### src/hw/rtl/tlso_pkg.sv
// Package with the shared types and codes of the traffic light sensor override unit.
`timescale 1ns / 1ps

package tlso_pkg;

  localparam int DUR_W      = 16;
  localparam int CFG_IDX_W  = 3;
  localparam int CFG_DATA_W = 16;

  typedef logic [1:0] phase_t;
  typedef logic [1:0] owner_t;
  typedef logic [CFG_IDX_W-1:0] cfg_idx_t;
  typedef logic [DUR_W-1:0] dur_t;

  localparam phase_t PH_A_GREEN  = 2'd0;
  localparam phase_t PH_A_YELLOW = 2'd1;
  localparam phase_t PH_B_GREEN  = 2'd2;
  localparam phase_t PH_B_YELLOW = 2'd3;

  localparam owner_t OWN_NONE = 2'd0;
  localparam owner_t OWN_A    = 2'd1;
  localparam owner_t OWN_B    = 2'd2;

  localparam cfg_idx_t CFG_GREEN_TIME    = 3'd0;
  localparam cfg_idx_t CFG_YELLOW_TIME   = 3'd1;
  localparam cfg_idx_t CFG_DEBOUNCE_TIME = 3'd2;
  localparam cfg_idx_t CFG_HOLD_TIME     = 3'd3;
  localparam cfg_idx_t CFG_A_ACTIVE      = 3'd4;
  localparam cfg_idx_t CFG_B_ACTIVE      = 3'd5;

  localparam dur_t GREEN_TIME_RST    = 16'd3000;
  localparam dur_t YELLOW_TIME_RST   = 16'd1000;
  localparam dur_t DEBOUNCE_TIME_RST = 16'd75;
  localparam dur_t HOLD_TIME_RST     = 16'd800;

  typedef struct packed {
    dur_t green_time;
    dur_t yellow_time;
    dur_t hold_time;
  } phase_cfg_t;

  typedef struct packed {
    logic   a_red;
    logic   a_amber;
    logic   a_green;
    logic   b_red;
    logic   b_amber;
    logic   b_green;
    phase_t phase;
    owner_t override_side;
    logic   a_detected;
    logic   b_detected;
  } result_t;

endpackage

### src/hw/rtl/tlso_if.sv
// Handshake interfaces for the sensor item channel and the lamp result channel.
`timescale 1ns / 1ps

interface tlso_in_if;
  logic valid;
  logic ready;
  logic a_sensor_raw;
  logic b_sensor_raw;

  modport source (output valid, output a_sensor_raw, output b_sensor_raw, input ready);
  modport sink (input valid, input a_sensor_raw, input b_sensor_raw, output ready);
endinterface

interface tlso_out_if;
  import tlso_pkg::*;
  logic   valid;
  logic   ready;
  logic   a_red;
  logic   a_amber;
  logic   a_green;
  logic   b_red;
  logic   b_amber;
  logic   b_green;
  phase_t phase;
  owner_t override_side;
  logic   a_detected;
  logic   b_detected;

  modport source (
    output valid, output a_red, output a_amber, output a_green, output b_red,
    output b_amber, output b_green, output phase, output override_side,
    output a_detected, output b_detected, input ready
  );
  modport sink (
    input valid, input a_red, input a_amber, input a_green, input b_red,
    input b_amber, input b_green, input phase, input override_side,
    input a_detected, input b_detected, output ready
  );
endinterface

### src/hw/rtl/tlso_debounce.sv
// Debouncer for one vehicle sensor, updated once per accepted item.
`timescale 1ns / 1ps

module tlso_debounce
  import tlso_pkg::*;
#(
  parameter int TIME_WIDTH = 32
) (
  input  logic                  clk,
  input  logic                  rst_n,
  input  logic                  step,
  input  logic                  raw,
  input  logic                  active_level,
  input  logic [TIME_WIDTH-1:0] now,
  input  dur_t                  debounce_time,
  output logic                  stable_nxt
);

  logic                  last_r, last_nxt;
  logic [TIME_WIDTH-1:0] chg_r, chg_nxt;
  logic                  stable_r;
  logic [TIME_WIDTH-1:0] held;

  assign held = now - chg_r;

  always_comb begin
    last_nxt   = last_r;
    chg_nxt    = chg_r;
    stable_nxt = stable_r;
    if (raw != last_r) begin
      last_nxt = raw;
      chg_nxt  = now;
    end else if (held >= TIME_WIDTH'(debounce_time)) begin
      stable_nxt = (raw == active_level);
    end
  end

  always_ff @(posedge clk) begin
    if (!rst_n) begin
      last_r   <= 1'b1;
      chg_r    <= '0;
      stable_r <= 1'b0;
    end else if (step) begin
      last_r   <= last_nxt;
      chg_r    <= chg_nxt;
      stable_r <= stable_nxt;
    end
  end

endmodule

### src/hw/rtl/tlso_phase_ctrl.sv
// Phase sequencer with timed phases and sensor-driven green override.
`timescale 1ns / 1ps

module tlso_phase_ctrl
  import tlso_pkg::*;
#(
  parameter int TIME_WIDTH = 32
) (
  input  logic                  clk,
  input  logic                  rst_n,
  input  logic                  step,
  input  logic [TIME_WIDTH-1:0] now,
  input  phase_cfg_t            cfg,
  input  logic                  a_steady,
  input  logic                  b_steady,
  output phase_t                phase_nxt,
  output owner_t                owner_nxt
);

  phase_t                phase_r;
  logic [TIME_WIDTH-1:0] start_r, start_nxt;
  logic                  on_r, on_nxt;
  owner_t                owner_r;
  logic [TIME_WIDTH-1:0] last_ovr_r, last_ovr_nxt;

  logic [TIME_WIDTH-1:0] phase_age;
  logic [TIME_WIDTH-1:0] ovr_age;
  logic                  hold_done;
  dur_t                  dur;
  owner_t                want;

  assign phase_age = now - start_r;
  assign ovr_age   = now - last_ovr_r;
  assign hold_done = ovr_age >= TIME_WIDTH'(cfg.hold_time);
  assign dur       = phase_r[0] ? cfg.yellow_time : cfg.green_time;
  assign want      = a_steady ? OWN_A : OWN_B;

  always_comb begin
    phase_nxt    = phase_r;
    start_nxt    = start_r;
    on_nxt       = on_r;
    owner_nxt    = owner_r;
    last_ovr_nxt = last_ovr_r;
    if (a_steady || b_steady) begin
      if ((!on_r || owner_r != want) && hold_done) begin
        on_nxt       = 1'b1;
        owner_nxt    = want;
        phase_nxt    = (want == OWN_A) ? PH_A_GREEN : PH_B_GREEN;
        start_nxt    = now;
        last_ovr_nxt = now;
      end
    end else if (on_r) begin
      on_nxt    = 1'b0;
      owner_nxt = OWN_NONE;
      case (owner_r)
        OWN_A: begin
          phase_nxt = PH_A_YELLOW;
          start_nxt = now;
        end
        OWN_B: begin
          phase_nxt = PH_B_YELLOW;
          start_nxt = now;
        end
        default: begin
        end
      endcase
    end else if (phase_age >= TIME_WIDTH'(dur)) begin
      phase_nxt = phase_r + 2'd1;
      start_nxt = now;
    end
  end

  always_ff @(posedge clk) begin
    if (!rst_n) begin
      phase_r    <= PH_A_GREEN;
      start_r    <= '0;
      on_r       <= 1'b0;
      owner_r    <= OWN_NONE;
      last_ovr_r <= '0;
    end else if (step) begin
      phase_r    <= phase_nxt;
      start_r    <= start_nxt;
      on_r       <= on_nxt;
      owner_r    <= owner_nxt;
      last_ovr_r <= last_ovr_nxt;
    end
  end

endmodule

### src/hw/rtl/traffic_light_sensor_override_unit.sv
// Two-way traffic light controller with debounced sensors and green override.
// Each item is one millisecond tick carrying the raw levels of sensors A and B, and gives
// exactly one result item with the six lamps, the phase, the override side and the
// debounced detections after that tick. The block accepts one item every clock cycle while
// input is not held off; the result and the debounce, phase and override state are all
// registered on acceptance. Input is held off only while a finished result waits for the
// downstream side to take it. Configuration registers are to be written through the plain
// write port only while the block is idle; the block itself does not enforce this.
`timescale 1ns / 1ps

module traffic_light_sensor_override_unit
  import tlso_pkg::*;
#(
  parameter int TIME_WIDTH = 32
) (
  input  logic                    clk,
  input  logic                    rst_n,
  tlso_in_if.sink                 in_ch,
  tlso_out_if.source              out_ch,
  input  logic                    cfg_we,
  input  cfg_idx_t                cfg_index,
  input  logic [CFG_DATA_W-1:0]   cfg_wdata
);

  dur_t green_time_r;
  dur_t yellow_time_r;
  dur_t debounce_time_r;
  dur_t hold_time_r;
  logic a_active_r;
  logic b_active_r;

  logic [TIME_WIDTH-1:0] tick_r;
  logic                  step;
  logic                  a_stable_nxt;
  logic                  b_stable_nxt;
  phase_t                phase_nxt;
  owner_t                owner_nxt;
  phase_cfg_t            phase_cfg;
  result_t               res_nxt;
  result_t               res_r;
  logic                  out_valid_r;

  always_ff @(posedge clk) begin
    if (!rst_n) begin
      green_time_r    <= GREEN_TIME_RST;
      yellow_time_r   <= YELLOW_TIME_RST;
      debounce_time_r <= DEBOUNCE_TIME_RST;
      hold_time_r     <= HOLD_TIME_RST;
      a_active_r      <= 1'b0;
      b_active_r      <= 1'b0;
    end else if (cfg_we) begin
      case (cfg_index)
        CFG_GREEN_TIME:    green_time_r    <= cfg_wdata;
        CFG_YELLOW_TIME:   yellow_time_r   <= cfg_wdata;
        CFG_DEBOUNCE_TIME: debounce_time_r <= cfg_wdata;
        CFG_HOLD_TIME:     hold_time_r     <= cfg_wdata;
        CFG_A_ACTIVE:      a_active_r      <= cfg_wdata[0];
        CFG_B_ACTIVE:      b_active_r      <= cfg_wdata[0];
        default: begin
        end
      endcase
    end
  end

  assign in_ch.ready = !out_valid_r || out_ch.ready;
  assign step        = in_ch.valid && in_ch.ready;

  always_ff @(posedge clk) begin
    if (!rst_n) begin
      tick_r <= '0;
    end else if (step) begin
      tick_r <= tick_r + TIME_WIDTH'(1);
    end
  end

  tlso_debounce #(.TIME_WIDTH(TIME_WIDTH)) u_deb_a (
    .clk           (clk),
    .rst_n         (rst_n),
    .step          (step),
    .raw           (in_ch.a_sensor_raw),
    .active_level  (a_active_r),
    .now           (tick_r),
    .debounce_time (debounce_time_r),
    .stable_nxt    (a_stable_nxt)
  );

  tlso_debounce #(.TIME_WIDTH(TIME_WIDTH)) u_deb_b (
    .clk           (clk),
    .rst_n         (rst_n),
    .step          (step),
    .raw           (in_ch.b_sensor_raw),
    .active_level  (b_active_r),
    .now           (tick_r),
    .debounce_time (debounce_time_r),
    .stable_nxt    (b_stable_nxt)
  );

  assign phase_cfg.green_time  = green_time_r;
  assign phase_cfg.yellow_time = yellow_time_r;
  assign phase_cfg.hold_time   = hold_time_r;

  tlso_phase_ctrl #(.TIME_WIDTH(TIME_WIDTH)) u_phase (
    .clk       (clk),
    .rst_n     (rst_n),
    .step      (step),
    .now       (tick_r),
    .cfg       (phase_cfg),
    .a_steady  (a_stable_nxt),
    .b_steady  (b_stable_nxt),
    .phase_nxt (phase_nxt),
    .owner_nxt (owner_nxt)
  );

  always_comb begin
    res_nxt.a_red         = (phase_nxt == PH_B_GREEN) || (phase_nxt == PH_B_YELLOW);
    res_nxt.a_amber       = (phase_nxt == PH_A_YELLOW);
    res_nxt.a_green       = (phase_nxt == PH_A_GREEN);
    res_nxt.b_red         = (phase_nxt == PH_A_GREEN) || (phase_nxt == PH_A_YELLOW);
    res_nxt.b_amber       = (phase_nxt == PH_B_YELLOW);
    res_nxt.b_green       = (phase_nxt == PH_B_GREEN);
    res_nxt.phase         = phase_nxt;
    res_nxt.override_side = owner_nxt;
    res_nxt.a_detected    = a_stable_nxt;
    res_nxt.b_detected    = b_stable_nxt;
  end

  always_ff @(posedge clk) begin
    if (!rst_n) begin
      out_valid_r <= 1'b0;
    end else if (step) begin
      out_valid_r <= 1'b1;
    end else if (out_ch.ready) begin
      out_valid_r <= 1'b0;
    end
  end

  always_ff @(posedge clk) begin
    if (step) begin
      res_r <= res_nxt;
    end
  end

  assign out_ch.valid         = out_valid_r;
  assign out_ch.a_red         = res_r.a_red;
  assign out_ch.a_amber       = res_r.a_amber;
  assign out_ch.a_green       = res_r.a_green;
  assign out_ch.b_red         = res_r.b_red;
  assign out_ch.b_amber       = res_r.b_amber;
  assign out_ch.b_green       = res_r.b_green;
  assign out_ch.phase         = res_r.phase;
  assign out_ch.override_side = res_r.override_side;
  assign out_ch.a_detected    = res_r.a_detected;
  assign out_ch.b_detected    = res_r.b_detected;

`ifndef SYNTHESIS
  // Exactly one lamp per side is lit in every delivered result.
  a_lamps_onehot: assert property (@(posedge clk) disable iff (!rst_n)
    out_ch.valid |-> $onehot({out_ch.a_red, out_ch.a_amber, out_ch.a_green}) &&
                     $onehot({out_ch.b_red, out_ch.b_amber, out_ch.b_green}))
    else $error("lamp outputs are not one-hot per side");

  // An active override always holds its side in green.
  a_override_green: assert property (@(posedge clk) disable iff (!rst_n)
    out_ch.valid |-> (out_ch.override_side == OWN_NONE) ||
                     (out_ch.override_side == OWN_A && out_ch.phase == PH_A_GREEN) ||
                     (out_ch.override_side == OWN_B && out_ch.phase == PH_B_GREEN))
    else $error("override side and phase disagree");

  // Input is stalled only by a pending result that downstream does not take.
  a_stall_cause: assert property (@(posedge clk) disable iff (!rst_n)
    !in_ch.ready |-> out_ch.valid && !out_ch.ready)
    else $error("input stalled without a pending result");

  // An accepted item always leaves a result in the output register.
  a_result_after_step: assert property (@(posedge clk) disable iff (!rst_n)
    step |=> out_ch.valid)
    else $error("accepted item produced no result");
`endif

endmodule

### src/flat_wrapper.sv
// flat-port wrapper written by rule: the top's interface ports become plain ports
module traffic_light_sensor_override_unit_flat import tlso_pkg::*;
#(
  parameter int TIME_WIDTH = 32
)
  (clk, rst_n, cfg_we, cfg_index, cfg_wdata, in_ch_valid, in_ch_a_sensor_raw, in_ch_b_sensor_raw, in_ch_ready, out_ch_valid, out_ch_a_red, out_ch_a_amber, out_ch_a_green, out_ch_b_red, out_ch_b_amber, out_ch_b_green, out_ch_phase, out_ch_override_side, out_ch_a_detected, out_ch_b_detected, out_ch_ready);
  tlso_in_if in_ch_i ();
  tlso_out_if out_ch_i ();
  input  logic clk;
  input  logic rst_n;
  input  logic cfg_we;
  input  cfg_idx_t cfg_index;
  input  logic [CFG_DATA_W-1:0] cfg_wdata;
  input wire logic [$bits(in_ch_i.valid)-1:0] in_ch_valid;
  input wire logic [$bits(in_ch_i.a_sensor_raw)-1:0] in_ch_a_sensor_raw;
  input wire logic [$bits(in_ch_i.b_sensor_raw)-1:0] in_ch_b_sensor_raw;
  output wire logic [$bits(in_ch_i.ready)-1:0] in_ch_ready;
  output wire logic [$bits(out_ch_i.valid)-1:0] out_ch_valid;
  output wire logic [$bits(out_ch_i.a_red)-1:0] out_ch_a_red;
  output wire logic [$bits(out_ch_i.a_amber)-1:0] out_ch_a_amber;
  output wire logic [$bits(out_ch_i.a_green)-1:0] out_ch_a_green;
  output wire logic [$bits(out_ch_i.b_red)-1:0] out_ch_b_red;
  output wire logic [$bits(out_ch_i.b_amber)-1:0] out_ch_b_amber;
  output wire logic [$bits(out_ch_i.b_green)-1:0] out_ch_b_green;
  output wire logic [$bits(out_ch_i.phase)-1:0] out_ch_phase;
  output wire logic [$bits(out_ch_i.override_side)-1:0] out_ch_override_side;
  output wire logic [$bits(out_ch_i.a_detected)-1:0] out_ch_a_detected;
  output wire logic [$bits(out_ch_i.b_detected)-1:0] out_ch_b_detected;
  input wire logic [$bits(out_ch_i.ready)-1:0] out_ch_ready;
  assign in_ch_i.valid = in_ch_valid;
  assign in_ch_i.a_sensor_raw = in_ch_a_sensor_raw;
  assign in_ch_i.b_sensor_raw = in_ch_b_sensor_raw;
  assign in_ch_ready = in_ch_i.ready;
  assign out_ch_valid = out_ch_i.valid;
  assign out_ch_a_red = out_ch_i.a_red;
  assign out_ch_a_amber = out_ch_i.a_amber;
  assign out_ch_a_green = out_ch_i.a_green;
  assign out_ch_b_red = out_ch_i.b_red;
  assign out_ch_b_amber = out_ch_i.b_amber;
  assign out_ch_b_green = out_ch_i.b_green;
  assign out_ch_phase = out_ch_i.phase;
  assign out_ch_override_side = out_ch_i.override_side;
  assign out_ch_a_detected = out_ch_i.a_detected;
  assign out_ch_b_detected = out_ch_i.b_detected;
  assign out_ch_i.ready = out_ch_ready;
  traffic_light_sensor_override_unit #(.TIME_WIDTH(TIME_WIDTH)) u_core (.clk(clk), .rst_n(rst_n), .in_ch(in_ch_i), .out_ch(out_ch_i), .cfg_we(cfg_we), .cfg_index(cfg_index), .cfg_wdata(cfg_wdata));
endmodule
### config.mk
export PLATFORM = sky130hd
export DESIGN_NAME = traffic_light_sensor_override_unit_flat
export DESIGN_NICKNAME = d
export VERILOG_FILES = /design/src/hw/rtl/tlso_pkg.sv /design/src/hw/rtl/tlso_if.sv /design/src/hw/rtl/tlso_debounce.sv /design/src/hw/rtl/tlso_phase_ctrl.sv /design/src/hw/rtl/traffic_light_sensor_override_unit.sv /design/src/flat_wrapper.sv
export SDC_FILE = /design/constraint.sdc
export NUM_CORES = 1
export LEC_CHECK = 0
export BUFFER_PORTS_ARGS = -buffer_cell sky130_fd_sc_hd__clkbuf_2
export CAP_MARGIN = 15
export CORE_AREA = 2 2 237 239
export DETAILED_ROUTE_END_ITERATION = 8
export DIE_AREA = 0 0 239 241
export HOLD_SLACK_MARGIN = 0.02
export PLACE_DENSITY = 0.58
export SYNTH_ARGS = -nofsm -noshare
export SYNTH_HDL_FRONTEND = slang
export SYNTH_SLANG_ARGS = --single-unit
### constraint.sdc
create_clock -name clk -period 5.3 [get_ports clk]
set_clock_uncertainty 0.05 [all_clocks]
set_input_delay 0.53 -clock clk [delete_from_list [all_inputs] [get_ports clk]]
set_output_delay 0.53 -clock clk [all_outputs]
set_load 0.1 [all_outputs]
# [After elaboration in Yosys (flattened, before gate mapping)]
# Cells that the tools add are included.
[word_totals] ff_bits=248 input_bits=26 output_inout_bits=14 wordCells=106
[op_classes] addsub=6 magnitude_cmp=4 eq_ne=18 muxes=24 reduce_logical=25
[op_table] op="$mux W32" n=5
[op_table] op="$ge A32 B16 Y1" n=4
[op_table] op="$sub A32 B32 Y32" n=4
[op_table] op="$add A32 B1 Y32 const B" n=1
[op_table] op="$mux W2" n=9
[op_table] op="$reduce_and A2 Y1" n=9
[op_table] op="$mux W16" n=1
[op_table] op="$mux W1" n=8
[op_table] op="$eq A2 B1 Y1 const B" n=3
[op_table] op="$eq A2 B2 Y1 const B" n=3
[op_table] op="$eq A3 B2 Y1 const B" n=2
[op_table] op="$eq A3 B3 Y1 const B" n=2
[op_table] op="$logic_or A1 B1 Y1" n=5
[op_table] op="$pmux W2 S2" n=1
[op_table] op="$reduce_and A4 Y1" n=1
[op_table] op="$eq A3 B1 Y1 const B" n=1
[op_table] op="$logic_not A3 Y1" n=1
[op_table] op="$ne A3 B2 Y1 const B" n=1
[op_table] op="$reduce_and A3 Y1" n=1
[op_table] op="$reduce_bool A3 Y1" n=1
[op_table] op="$add A2 B1 Y2 const B" n=1
[op_table] op="$eq A1 B1 Y1" n=2
[op_table] op="$logic_and A1 B1 Y1" n=2
[op_table] op="$logic_not A1 Y1" n=2
[op_table] op="other kinds (6)" n=7

# [Logic depth before layout (Yosys ltp)]
# Gate-level depths: netlist of run 1.
[depth] depth_word=12 mapped_depth=31 mapped_depth_nobuf=26

# [Cells and area by module]
# From an unflattened synthesis of run 1, not the netlist that was laid out.
[hier_totals] cells_unflattened=2627 area_unflattened_um2=19824.0
[by_module_without_submodules] module="tlso_phase_ctrl" n_inst=1 cells_each=1065 area_per_inst_um2=7930.1 seq_area_each_um2=1381.3
[by_module_without_submodules] module="traffic_light_sensor_override_unit" n_inst=1 cells_each=506 area_per_inst_um2=4295.4 seq_area_each_um2=2342.2
[by_module_without_submodules] module="tlso_debounce at u_core.u_deb_a" n_inst=1 cells_each=527 area_per_inst_um2=3848.7 seq_area_each_um2=680.7
[by_module_without_submodules] module="tlso_debounce at u_core.u_deb_b" n_inst=1 cells_each=529 area_per_inst_um2=3749.8 seq_area_each_um2=680.7

# [Worst setup path after synthesis of run 1]
# Ideal clock, no wire load.
[synth_timing] path_type="register -> register" start="reg u_core.tick_r[1]" end="reg u_core.u_phase.last_ovr_r[1]" setup_ns=0.128 arrival_time_ns=5.406 required_time_ns=5.122 slack_ns=-0.284 path_stages_with_launch=27 path_buffers=4 synth_period_minus_slack_ns=5.584 path_cell_list="dfxtp_1 > ha_1 > nor2b_1 > o2111a_1 > or2_2 > a21o_1 > a21oi_1 > o21a_1 > xnor2_1 > ha_1 > a21oi_1 > nor2_1 > a2111oi_0 > o21ai_0 > a2111oi_2 > o2111ai_1 > nor4_1 > nand4_1 > mux2_2 > buf_6 > mux2i_4 > nor3b_2 > buf_6 > buf_6 > buf_2 > mux2i_1 > nor2_1"
[synth_via] elab_chain_cells=9 word_cells_on_any_way=16 classes_between="3 x add/sub; 3 x order compare; 1 x eq/ne; 5 x mux; 4 x reduce/logical"
[synth_rtl] item="from (decl)" line_no="traffic_light_sensor_override_unit.sv:32" source="logic [TIME_WIDTH-1:0] tick_r;"
[synth_rtl] item="from (signal assigned)" line_no="traffic_light_sensor_override_unit.sv:72" source="tick_r <= tick_r + TIME_WIDTH'(1);"
[synth_rtl] item="$sub A32 B32 Y32 (*)" line_no="tlso_debounce.sv:24" source="assign held = now - chg_r;"
[synth_rtl] item="$ge A32 B16 Y1 (*)" line_no="tlso_debounce.sv:33" source="end else if (held >= TIME_WIDTH'(debounce_time)) begin"
[synth_rtl] item="$mux W1 (*)" line_no="tlso_debounce.sv:33"
[synth_rtl] item="$mux W1 (*)" line_no="tlso_debounce.sv:30" source="if (raw != last_r) begin"
[synth_rtl] item="via u_core.a_stable_nxt" line_no="traffic_light_sensor_override_unit.sv:34" source="logic a_stable_nxt;"
[synth_rtl] item="$mux W2" line_no="tlso_phase_ctrl.sv:36" source="assign want = a_steady ? OWN_A : OWN_B;"
[synth_rtl] item="$ne A2 B2 Y1" line_no="tlso_phase_ctrl.sv:45" source="if ((!on_r || owner_r != want) && hold_done) begin"
[synth_rtl] item="$logic_or A1 B1 Y1" line_no="tlso_phase_ctrl.sv:45"
[synth_rtl] item="$logic_and A1 B1 Y1" line_no="tlso_phase_ctrl.sv:45"
[synth_rtl] item="$reduce_and A3 Y1 (no line) (*)"
[synth_rtl] item="to (signal assigned)" line_no="tlso_phase_ctrl.sv:85" source="last_ovr_r <= last_ovr_nxt;"
[synth_rtl] item="to (decl)" line_no="tlso_phase_ctrl.sv:24" source="logic [TIME_WIDTH-1:0] last_ovr_r, last_ovr_nxt;"
# Mark *: on every way through the listed nets, which the timed path passes. The rest lies on a longest branch.
# A chain may end at the register's enable or synchronous reset.

# [Worst setup path in the final report of run 1]
[layout_timing] start="reg u_core.u_deb_a.chg_r[1]" end="reg u_core.u_phase.last_ovr_r[15]"
[layout_via] elab_chain_cells=9 word_cells_on_any_way=10 classes_between="1 x add/sub; 1 x order compare; 1 x eq/ne; 3 x mux; 4 x reduce/logical"
[layout_rtl] item="from (decl)" line_no="tlso_debounce.sv:20" source="logic [TIME_WIDTH-1:0] chg_r, chg_nxt;"
[layout_rtl] item="from (signal assigned)" line_no="tlso_debounce.sv:45" source="chg_r <= chg_nxt;"
[layout_rtl] item="$sub A32 B32 Y32 (*)" line_no="tlso_debounce.sv:24"
[layout_rtl] item="$ge A32 B16 Y1 (*)" line_no="tlso_debounce.sv:33"
[layout_rtl] item="$mux W1 (*)" line_no="tlso_debounce.sv:33"
[layout_rtl] item="$mux W1 (*)" line_no="tlso_debounce.sv:30"
[layout_rtl] item="$mux W2" line_no="tlso_phase_ctrl.sv:36"
[layout_rtl] item="$ne A2 B2 Y1" line_no="tlso_phase_ctrl.sv:45"
[layout_rtl] item="$logic_or A1 B1 Y1" line_no="tlso_phase_ctrl.sv:45"
[layout_rtl] item="$logic_and A1 B1 Y1" line_no="tlso_phase_ctrl.sv:45"
[layout_rtl] item="$reduce_and A3 Y1 (no line) (*)"
# Every way passes the cells marked *; elsewhere a longest branch is shown, timed or not.

==> results.yml, run 1 <==
grt:
  grt_pass1_wl_mm: 96.3
  antenna_found_initial: 1
  grtUsageTotal: 0.207
  grt-ovfl-total: 0
  grt_max_degree: 99
  grt_pass1_vias: 17900
yosys:
  synth_edf_count: 12
  synth_ff_type: "dfxtp_1"
  synth_cell_types: 85
  syn_area_per_cell_sq_um: 7.47
  yosysWarnings: 0
  netlist_top_cells_area: "dfxtp_1 (25%), ha_1 (12%), a21oi_1 (8.0%)"
  syn_inst: 2548
  syn_nets: 2768
  seq_area_frac_synth: 0.267
  synth-seq-cells: 248
  async_flop_share: 0
  synth_top_cell_area_share: 0.248
  syn_area_sq_um: 19000
  yosysTopAreaCell: "dfxtp_1"
placed_design:
  port_buffers: 39
  hpwl_mm: 46.5
  place_congestion: 0.911
  dp.cells: 3366
cts:
  root_buffer: "clkbuf_16"
  clockBufferDepth: 3
  clk_pin_slew_ps: 60
  tritoncts: "yes"
  cts_buffers: 30
  h-tree-depth: 1
  clock_latency_ps: 580
  clock-sinks: 248
sta:
  fmax_mhz: 181
  drv_slew: 0
  setup_viol: 70
  hold_violations: 0
  min_period_over_period: 1.04
  slew_headroom: 0.256
  rsz0062_at_grt: "true"
  fin_ws_ps: -224
  fin_crit_ps: 5520
  worstMarginPinSlew_ps: 1110
die:
  row_count: 86
  die_w_um: 239
  io_pins: 40
  start_util: 0.347
  design.core.area_sq_um: 54900
  design.die.area_sq_um: 57600
  die-height_um: 241
critical_path:
  slowest_stage: "or4_4"
  critical_path.reg2reg.startpoint: "u_core.u_deb_a.chg_r[1]$_SDFFE_PN0P_"
  worstSetupEndpointType: "flip-flop"
  r2r_cells: 22
  cpPeakStageDelay_ps: 530
  r2r_slack_ps: -220
  cp.arrival_ps: 5930
  cp.required_ps: 5700
  critPathLaunchType: "flip-flop"
  crit_type: "reg -> reg"
  worst-path-max-fanout: 23
  crit_path_cell_trace: "inv_2 > ha_4 > nor2b_4 > o2111a_1 > buf_6 > o211ai_1 > o211ai_1 > xor2_1 > ha_2 > or4_4 > or4_4 > a2111oi_4 > o2111ai_2 > nor4_2 > nand4_1 > mux2_4 > mux2i_4 > nor3b_4 > buf_12 > buf_12 > mux2i_1 > nor2_1"
  r2r-end: "u_core.u_phase.last_ovr_r[15]$_SDFFE_PN0P_"
pwr:
  finalPower_mw: 6.23
  p_per_area_nw_per_um2: 268
  ir_drop_mv: 0.235
  static-leakage-power_nw: 9.83
routing:
  detail-route-antenna-nets: 0
  wl_per_cell_um: 18.0
  routed_wl_mm: 62.1
  drc: 0
  avgViaCountPerCell: 5.45
  num_vias: 18800
  drt-initial-drc-count: 1375
  dr.pass1.iters: 5
outcome:
  status: "finished with violations"
  violations: "setup timing"
layout:
  drive_gt1_frac: 0.168
  utilization: 0.423
  final_cell_count_no_fill: 3454
  syn_to_final_growth_pct: 22.0
  nNetsFinal: 2947
worst_hold_path:
  hold_path_depth: 3
  hp-class: "in -> reg"
  hp-start: "in_ch_valid"
  whs_endpoint: "u_core.out_ch.valid$_SDFFE_PN0P_"
job:
  drv_cap: 0
-- cells in the final DEF, fill, tap and decap left out, types with 8 or more instances in the layout --
cell,instances
a211o_1,9
a211oi_1,22
a21o_1,45
a21oi_1,280
a21oi_2,22
a31oi_1,15
and2_1,14
and3_1,21
and4_1,9
buf_12,8
buf_4,212
buf_6,12
clkbuf_16,34
clkbuf_2,39
dfxtp_1,232
edfxtp_1,12
ha_1,182
inv_1,202
mux2i_1,61
nand2_1,382
nand2b_1,23
nand3_1,50
nand4_1,43
nor2_1,156
nor2b_1,22
nor3_1,36
nor4_1,12
o2111ai_1,8
o211ai_1,34
o21a_1,35
o21ai_0,112
o21ai_1,15
o21bai_1,9
or3_1,40
xnor2_1,60
xor2_1,52
-- repair_timing --
| action | 4_1_cts | 5_1_grt |
|---|---|---|
| gates cloned | 1 | 7 |
| setup buffers | 19 | 7 |
| endpoints found under the setup margin | 79 | 79 |
| endpoints found under the hold margin | 0 | 0 |
| pin swaps | 30 | 41 |
| hold buffers | 0 | 0 |
| resized for setup | 68 | 94 |
-- per-stage QoR --
stage          hold slack (ps)  area [sq um]  TNS [ps]  setup slack, ps
4_1_cts                   92.4         22700     -5970             -127
3_5_place_dp               396         21200    -36630             -575
3_3_place_gp               390         21200    -33860             -497
2_1_floorplan              383         19000         0             4.20
6_report                   122         23200    -12130             -224
5_1_grt                    143         23200    -24090             -373
-- cells by family (layout without fill, tap and decap cells) --
| group | after synthesis | after routing | synth area share |
|---|---|---|---|
| simple gates | 865 | 865 | 0.210 |
| compound gates | 715 | 715 | 0.233 |
| buf+inv | 342 | 542 | 0.0701 |
| flops | 248 | 248 | 0.267 |
| fa+ha+maj | 194 | 194 | 0.129 |
| xor+xnor | 113 | 113 | 0.0520 |
| mux | 71 | 71 | 0.0384 |
| other cells | 0 | 2 | 0 |
-- per-layer routing --
metal  wire (um)  vias to the layer above  GRT usage
met1       29100                     8923      0.279
met5           0                        -          0
li1            -                     9330          -
met4        1730                        0     0.0634
met2       28900                      479      0.354
met3        2420                      100     0.0137
-- critical path: cells and delay by family (launching register included) --
family	cells	cell delay, ps
AND/OR/NAND/NOR	7	1850
XOR/XNOR	1	210
AO/OA/AOI/OAI	5	1120
buffers and inverters	4	540
multiplexers	3	820
flip-flops	1	340
adder cells (fa/ha/maj)	2	440
-- cells in the mapped netlist (all sizes together) (35+ instances only) --
cell / count
mux2i: 65
o21ai: 134
nor2: 164
nand3: 52
inv: 209
dfxtp: 236
ha: 190
nand2: 383
nor3: 40
a21o: 46
nand4: 43
a21oi: 303
or3: 45
xor2: 53
xnor2: 60
o21a: 35
clkbuf: 116
-- layout make-up --
cell class                 count  area, sq um
timing repair buffer         279         2250
sequential                   248         5090
multi-input combinational   1958        13200
fill                        5573        31700
inverter                     210          796
antenna                        2         5.00
tap                          704          881
clock inverter                11          109
clock buffer                  42          870
-- registers in the layout (all words and copies together), names as in the netlist, 2 cells and up --
signal and cells:
u_core.hold_time_r 16, u_core.u_phase.start_r 32, u_core.u_phase.owner_r 2, u_core.yellow_time_r 16, u_core.u_deb_a.chg_r 32, u_core.u_phase.last_ovr_r 32
u_core.green_time_r 16, u_core.debounce_time_r 16, u_core.u_phase.phase_r 2, u_core.tick_r 32, u_core.u_deb_b.chg_r 32, u_core.out_ch.override_side 2
u_core.out_ch.phase 2
-- report_power, final --
| group | internal [mW] | leakage, nW | switching, mW |
|---|---|---|---|
| combinational | 0.950 | 7.33 | 1.23 |
| clock | 1.19 | 0.471 | 0.859 |
| sequential | 1.96 | 2.03 | 0.0475 |
| total | 4.10 | 9.83 | 2.13 |
-- worst max path at each step --
stage,startpoint,endpoint,slack (ps),cells past startpoint
after floorplan,u_core.tick_r[0]$_SDFFE_PN0P_,u_core.u_phase.on_r$_SDFFE_PN0P_,4,27
after global placement,u_core.u_deb_a.chg_r[1]$_SDFFE_PN0P_,u_core.out_ch.a_green$_DFFE_PP_,-500,25
after detailed placement,u_core.tick_r[0]$_SDFFE_PN0P_,u_core.u_phase.start_r[10]$_SDFFE_PN0P_,-570,25
after CTS,u_core.u_deb_a.chg_r[1]$_SDFFE_PN0P_,u_core.u_phase.last_ovr_r[9]$_SDFFE_PN0P_,-130,22
after global routing,u_core.u_deb_a.chg_r[1]$_SDFFE_PN0P_,u_core.u_phase.last_ovr_r[15]$_SDFFE_PN0P_,-370,25
final,u_core.u_deb_a.chg_r[1]$_SDFFE_PN0P_,u_core.u_phase.last_ovr_r[15]$_SDFFE_PN0P_,-220,22
Note: power is estimated with default switching activity, not from simulation.
==> inputs of run 2 (changes only) <==
Settings changed: ABC_AREA set to 1, CORE_AREA 2 2 237 239 to 2 2 244 246, DIE_AREA 0 0 239 241 to 0 0 246 248, PLACE_DENSITY 0.58 to 0.52.
==> results.yml, run 2 <==
outcome:
  status: "finished, final reports clean"
die:
  start_util: 0.347
  row_count: 89
  die_w_um: 246
  design.core.area_sq_um: 58500
  design.die.area_sq_um: 61000
  die-height_um: 248
  io_pins: 40
critical_path:
  critPathLaunchType: "flip-flop"
  critical_path.reg2reg.startpoint: "u_core.tick_r[0]$_SDFFE_PN0P_"
  cp.required_ps: 5740
  r2r_cells: 24
  r2r_slack_ps: 590
  worstSetupEndpointType: "flip-flop"
  r2r-end: "u_core.u_phase.last_ovr_r[6]$_SDFFE_PN0P_"
  cp.arrival_ps: 5150
  worst-path-max-fanout: 29
  crit_type: "reg -> reg"
layout:
  ff_latch_area_sq_um: 5080
  nFillCells: 6440
  final_cell_count_no_fill: 4141
  nNetsFinal: 3564
  n_antenna_cell: 0
  stdcell_area_sq_um: 22500
  layout_commonest_cell: "nand2_1"
  multiInputGateArea_sq_um: 12900
  mostFrequentLayoutCells: "nand2_1 (918), inv_1 (530), nor2_1 (381)"
  syn_to_final_growth_pct: 10.8
  drive_gt1_frac: 0.0511
placed_design:
  place_congestion: 0.922
  place_area_sq_um: 21500
  hpwl_mm: 57.5
  port_buffers: 39
  dp.cells: 4085
yosys:
  synth_edf_count: 12
  synth_cell_types: 47
  yosysMostFrequentCell: "nand2_1"
  netlist_top_cells_area: "dfxtp_1 (23%), nand2_1 (17%), ha_1 (12%)"
  yosysTopAreaCell: "dfxtp_1"
  yosysWarnings: 0
  async_flop_share: 0
  seq_area_frac_synth: 0.250
  syn_inst: 3300
  synth_ff_type: "dfxtp_1"
  syn_area_per_cell_sq_um: 6.15
  syn_area_sq_um: 20300
  synth-seq-cells: 248
  synth_common_cells: "nand2_1 (918), inv_1 (530), nor2_1 (383)"
  syn_nets: 3520
  synth_top_cell_area_share: 0.233
worst_hold_path:
  hold_path_depth: 3
  hp-class: "in -> reg"
  hp-start: "in_ch_b_sensor_raw"
  whs_endpoint: "u_core.u_deb_b.last_r$_SDFFE_PN1P_"
routing:
  detail-route-antenna-nets: 0
  dr.pass1.iters: 7
  avgViaCountPerCell: 4.94
  drc: 0
  wl_per_cell_um: 17.2
  routed_wl_mm: 71.3
  num_vias: 20500
  drt-initial-drc-count: 1653
pwr:
  p_per_area_nw_per_um2: 291
  finalPower_mw: 6.54
  static-leakage-power_nw: 11.8
  ir_drop_mv: 0.276
sta:
  fmax_mhz: 212
  hold_slack_ps: 160
  setup_viol: 0
  rsz0062_at_grt: "false"
  drv_slew: 0
  slew_headroom: 0.386
  hold_violations: 0
  fin_crit_ps: 4710
  worstMarginPinSlew_ps: 914
  min_period_over_period: 0.889
  final.setup.tns_ps: 0
cts:
  clock_latency_ps: 600
  postCtsResizedCells: 0
  cts_hold_buf: 0
  clock-sinks: 248
  clk_pin_slew_ps: 60
  post_cts_buffers: 0
  cts_buffers: 30
  h-tree-depth: 1
  clockBufferDepth: 3
  tritoncts: "yes"
  root_buffer: "clkbuf_16"
grt:
  antenna_found_initial: 1
  grtUsageTotal: 0.232
  grt_pass1_vias: 18700
  grt-ovfl-total: 0
  grt_max_degree: 95
  grt_pass1_wl_mm: 110
job:
  drv_cap: 0
-- run 2: cell count changes in the layout (fill, tap and decap cells not counted), sizes merged, moves of 37 or more --
cell | previous run | this run
nand2 | 383 | 934
nand4 | 43 | 80
buf | 236 | 42
xnor2 | 60 | 9
mux2i | 65 | 15
nor2 | 164 | 387
a21oi | 303 | 261
inv | 209 | 541
nand3 | 52 | 157
o21ai | 134 | 178
or3 | 45 | 0
-- run 2: how the worst max path moves through the flow --
| stage | slack [ps] | end | start | cells past startpoint |
|---|---|---|---|---|
| final | 590 | u_core.u_phase.last_ovr_r[6]$_SDFFE_PN0P_ | u_core.tick_r[0]$_SDFFE_PN0P_ | 24 |
| after global routing | 60 | u_core.u_phase.last_ovr_r[9]$_SDFFE_PN0P_ | u_core.tick_r[1]$_SDFFE_PN0P_ | 32 |
| after CTS | 400 | u_core.u_phase.start_r[12]$_SDFFE_PN0P_ | u_core.tick_r[0]$_SDFFE_PN0P_ | 32 |
| after detailed placement | 440 | u_core.u_phase.last_ovr_r[3]$_SDFFE_PN0P_ | u_core.tick_r[0]$_SDFFE_PN0P_ | 33 |
| after global placement | 450 | u_core.u_phase.start_r[12]$_SDFFE_PN0P_ | u_core.tick_r[0]$_SDFFE_PN0P_ | 32 |
| after floorplan | 1480 | u_core.out_ch.b_amber$_DFFE_PP_ | u_core.tick_r[0]$_SDFFE_PN0P_ | 32 |
-- run 2: layer usage --
metal | track usage | share of wire | vias up
li1 | - | - | 10700
met5 | 0 | 0.00018 | -
met4 | 0.0749 | 0.034 | 2
met1 | 0.327 | 0.48 | 9126
met3 | 0.0318 | 0.060 | 103
met2 | 0.363 | 0.43 | 559
-- run 2: report_power, final --
| part | internal (mW) | switching (mW) |
|---|---|---|
| Sequential | 2.02 | 0.0613 |
| Clock | 1.15 | 0.907 |
| Combinational | 0.735 | 1.66 |
| Total | 3.91 | 2.63 |
-- run 2: layout make-up --
type                    count  share of cell area
clock inverters            15             0.00445
well taps                 773              0.0430
multi-input cells        2442               0.573
clock buffers              41              0.0388
inverters                 542              0.0904
flip-flops and latches    248               0.226
repair buffers             80              0.0243
-- run 2: logic make-up after synthesis --
logic type	count (synthesis)	synth area share
compound gates	499	0.130
xor+xnor	79	0.0341
fa+ha+maj	194	0.121
buf+inv	610	0.115
flops	248	0.250
mux	15	0.00739
simple gates	1655	0.342
-- run 2: critical path, cell delays in order, from the launching register on --
cell	delay (ps)
dfxtp_1	330
inv_2	130
ha_1	250
inv_1	100
fa_1	410
nand2_1	80
nand2_1	80
and2_1	200
nand2_1	70
nand2_1	120
nand2_1	80
nand2_1	160
xor2_1	280
ha_1	280
nand3_1	120
nor3_1	70
a221oi_1	280
nand4_1	470
nand2_4	320
nand2_8	100
nand3_4	210
buf_12	220
nand2_1	70
nand2_1	60
nor2_1	40
-- run 2: stage by stage --
step / utilization / setup WS [ps]
2_1_floorplan: - / 1480
3_3_place_gp: 0.368 / 450
3_5_place_dp: 0.368 / 439
4_1_cts: 0.385 / 400
5_1_grt: 0.385 / 57.7
6_report: 0.385 / 589
